[config.mk]
export PLATFORM = sky130hd
export DESIGN_NAME = pwfm_match_unit
export DESIGN_NICKNAME = d
export VERILOG_FILES = /design/src/rtl/core/pwfm_pkg.sv /design/src/rtl/core/pwfm_match_unit.sv
export SDC_FILE = /design/constraint.sdc
export NUM_CORES = 1
export LEC_CHECK = 0
export BUFFER_PORTS_ARGS = -buffer_cell sky130_fd_sc_hd__buf_4
export CAP_MARGIN = 20
export CORE_MARGIN = 4
export CORE_UTILIZATION = 31
export DETAILED_ROUTE_END_ITERATION = 8
export GPL_ROUTABILITY_DRIVEN = 0
export MAX_ROUTING_LAYER = met4
export PLACE_DENSITY = 0.91
export SLEW_MARGIN = 20
export SYNTH_ARGS = -nofsm -noshare
export SYNTH_HDL_FRONTEND = slang
export SYNTH_SLANG_ARGS = --single-unit
[constraint.sdc]
create_clock -name vclk -period 2.3
set_clock_uncertainty 0.05 [all_clocks]
set_input_delay 0.23 -clock vclk [all_inputs]
set_output_delay 0.23 -clock vclk [all_outputs]
set_load 0.005 [all_outputs]
[src/rtl/core/pwfm_pkg.sv]
// shared types and constants of the posted wait / frame matcher
package pwfm_pkg;

   localparam int WAIT_DEPTH  = 32;
   localparam int FRAME_DEPTH = 64;
   localparam int MAX_RESULTS = 32;
   localparam int LIMIT_W     = 7;
   localparam int LIMIT_RESET = 64;

   localparam int WAIT_AW  = $clog2(WAIT_DEPTH);
   localparam int FRAME_AW = $clog2(FRAME_DEPTH);
   localparam int WCNT_W   = $clog2(WAIT_DEPTH + 1);
   localparam int FCNT_W   = $clog2(FRAME_DEPTH + 1);
   localparam int RES_W    = $clog2(MAX_RESULTS + 1);
   localparam int CNT_A_W  = (FCNT_W > WCNT_W) ? FCNT_W : WCNT_W;
   localparam int SCAN_W   = (CNT_A_W > RES_W) ? CNT_A_W : RES_W;
   localparam int CALC_W   = ((SCAN_W > LIMIT_W) ? SCAN_W : LIMIT_W) + 1;

   typedef enum logic [1:0] {
      OP_POST  = 2'd0,
      OP_FRAME = 2'd1,
      OP_FAIL  = 2'd2,
      OP_NONE  = 2'd3
   } op_type;

   typedef enum logic [1:0] {
      RC_DELIVER = 2'd0,
      RC_FAIL    = 2'd1,
      RC_DROP    = 2'd2,
      RC_REJECT  = 2'd3
   } code_type;

   typedef enum logic [2:0] {
      S_IDLE,
      S_RD,
      S_EV,
      S_FIN,
      S_FLUSH
   } state_type;

   typedef enum logic [1:0] {
      SCAN_POST,
      SCAN_FRAME,
      SCAN_DROP,
      SCAN_FAIL
   } scan_type;

   typedef struct packed {
      logic [7:0]  peer;
      logic        sig;
      logic [63:0] tag;
      logic [31:0] rid;
      logic [63:0] dest;
   } wait_entry_type;

   typedef struct packed {
      logic        sig;
      logic [63:0] tag;
      logic [15:0] handle;
      logic [31:0] len;
   } frame_entry_type;

   typedef struct packed {
      code_type    code;
      logic [31:0] rid;
      logic [63:0] dest;
      logic [15:0] handle;
      logic [31:0] len;
   } result_type;

   typedef struct packed {
      logic        a_sig;
      logic [63:0] a_tag;
      logic        b_sig;
      logic [63:0] b_tag;
      logic [7:0]  a_peer;
      logic [7:0]  b_peer;
   } cmp_in_type;

   typedef struct packed {
      logic kind_hit;
      logic peer_hit;
   } cmp_out_type;

endpackage

[src/rtl/core/pwfm_match_unit.sv]
// shared compare unit: kind and tag match, peer match
module pwfm_match_unit import pwfm_pkg::*; (
   input  cmp_in_type  cmp_in,
   output cmp_out_type cmp_out
);

   always_comb begin
      cmp_out.kind_hit = (cmp_in.a_sig == cmp_in.b_sig) &&
                         (!cmp_in.a_sig || (cmp_in.a_tag == cmp_in.b_tag));
      cmp_out.peer_hit = (cmp_in.a_peer == cmp_in.b_peer);
   end

endmodule

==> qor.yml <==
tightest_slew_ns: 0.338
cp.required_ns: 2.02
grt_pass1_wl_mm: 5.42
drt_wl_total_mm: 3.93
arrival_ns: 1.38
critical_path_class: "input port to output port"
ir_drop_uv: 123
seqCellArea_sq_um: 0
drt_iter0_markers: 30
antenna_found_initial: 0
endpoint_kind: "output port"
drv_cap: 0
crit_path_max_incr_delay_ns: 0.39
yosys-top-cells-count: "xnor2_1 (55), nand4_1 (14), inv_1 (12), nor4_1 (5), o22ai_1 (5)"
yosysTopAreaCell: "xnor2_1"
area_delta_synth_final_pct: 135
slew_viol_final: 0
placed_area_sq_mm: 0.00200
setup_viol: 0
num_rows: 18
synthDistinctLibCells: 18
n_clock_buffer: 0
post_cts_buffers: 0
synth.top_cell.area_share: 0.566
vias: 1354
synth_most_common_cell: "xnor2_1"
max_freq_mhz: 602
final_cell_area_sq_mm: 0.00200
relSlewSlack: 0.773
cp_max_fo: 2
fin_crit_ns: 1.66
grt_remaining_overflow: 0
fp.dieW_um: 60.4
wl_per_cell_um: 13.4
syn_area_per_cell_sq_um: 7.46
die_h_um: 60.4
rsz0062_at_grt: "false"
drc: 0
ys.warnings.count: 0
cts_resized: 0
final_layout_size_suffix_gt1_frac: 0.569
fp.dieArea_sq_mm: 0.00365
hold_viol_final: 0
syn_inst: 114
grt_util_all_layers: 0.197
ios: 148
initial_core_util: 0.334
whs_path_depth: 3
cp_cell_sequence: "buf_4, nor2b_1, a2111o_1, nor4_2, nand4_1, o22ai_1, buf_4"
worstHoldStart: "cmp_in[145]"
cts_hold_buf: 0
cp_slowest_cell: "a2111o_1"
hold_class: "input port to output port"
ant_nets: 0
fin_tns_setup_ns: 0
drtPass1Iterations: 4
insertedDiodeCount: 0
min_to: "cmp_out[1]"
avgViaCountPerCell: 4.64
seq_area_frac_synth: 0
finalCritPeriodShare: 0.723
core_sq_mm: 0.00254
hpwlAfterDp_mm: 3.75
p_leak_nw: 0.956
syn_nets: 260
path_common_cell: "buf_4"
final_nets: 410
seq_cell_count: 0
portBuffers: 148
syn-cell-area_sq_um: 851
grt_max_degree: 3
critPathLaunchType: "input port"
status: "finished, final reports clean"
grt_pass1_vias: 1327
n_fill_cell: 199
pwr_density_cell_mw_per_mm2: 173
synth_area_leaders: "xnor2_1 (57%), nand4_1 (10%), inv_1 (5.3%)"
==> kinds of logic (layout without fill, tap and decap cells) <==
group | after synthesis | in the layout | synth area share
xor gates and xnor gates | 57 | 57 | 0.587
and+or+nand+nor | 31 | 31 | 0.228
AOI/OAI and AO/OA | 14 | 14 | 0.132
buffers and inverters | 12 | 160 | 0.0529
==> how the worst max path moves through the flow <==
stage,startpoint,endpoint,slack (ns),cells past startpoint
floorplan,cmp_in[43],cmp_out[1],0.90,5
global placement,cmp_in[103],cmp_out[1],0.65,7
detailed placement,cmp_in[103],cmp_out[1],0.63,7
CTS,cmp_in[103],cmp_out[1],0.63,7
global route,cmp_in[43],cmp_out[1],0.56,7
finish,cmp_in[103],cmp_out[1],0.64,7
==> cell type report <==
cell class / count / area (sq um) / share of cell area
timing repair buffer: 148 / 1110 / 0.556
multi-input combinational: 102 / 806 / 0.403
inverter: 12 / 45.0 / 0.0225
tap: 30 / 37.5 / 0.0188
==> per-layer routing <==
layer | global-route usage | part of all wire | up-vias
met2 | 0.400 | 0.57 | 67
met5 | - | 0 | -
met4 | 0.0222 | 0.013 | 0
met1 | 0.206 | 0.32 | 578
met3 | 0.0213 | 0.099 | 6
li1 | - | - | 703
==> power breakdown <==
part / internal, mW / total [mW] / switching [mW]
Clock: 0 / 0 / 0
Sequential: 0 / 0 / 0
Combinational: 0.243 / 0.345 / 0.102
Total: 0.243 / 0.345 / 0.102
==> per-stage QoR <==
stage,hold WS [ns],util,worst slack [ns],instances,power (mW)
2_1_floorplan,0.473,-,0.902,114,0.122
3_3_place_gp,0.695,0.786,0.654,292,0.340
3_5_place_dp,0.695,0.786,0.631,292,0.347
4_1_cts,0.695,0.786,0.631,292,0.348
5_1_grt,0.717,0.786,0.560,292,0.374
6_report,0.697,0.786,0.638,292,0.345
==> cell usage in the layout (no fill, tap or decap), drive strengths merged <==
cell,n
buf,148
xnor2,55
nand4,14
inv,12
nor4,6
o22ai,5
nor2b,4
nand2b,3
a22o,3
xor2,2
o2bb2ai,2
nand3,2
o211ai,1
o2111ai,1
a221o,1
a2111o,1
nor3,1
nor2,1
==> critical path, delay by kind of cell <==
| family | cells | cell delay [ns] |
|---|---|---|
| buf+inv | 2 | 0.24 |
| simple gates | 3 | 0.38 |
| compound gates | 2 | 0.53 |
Note: power is estimated with default switching activity, not from simulation.
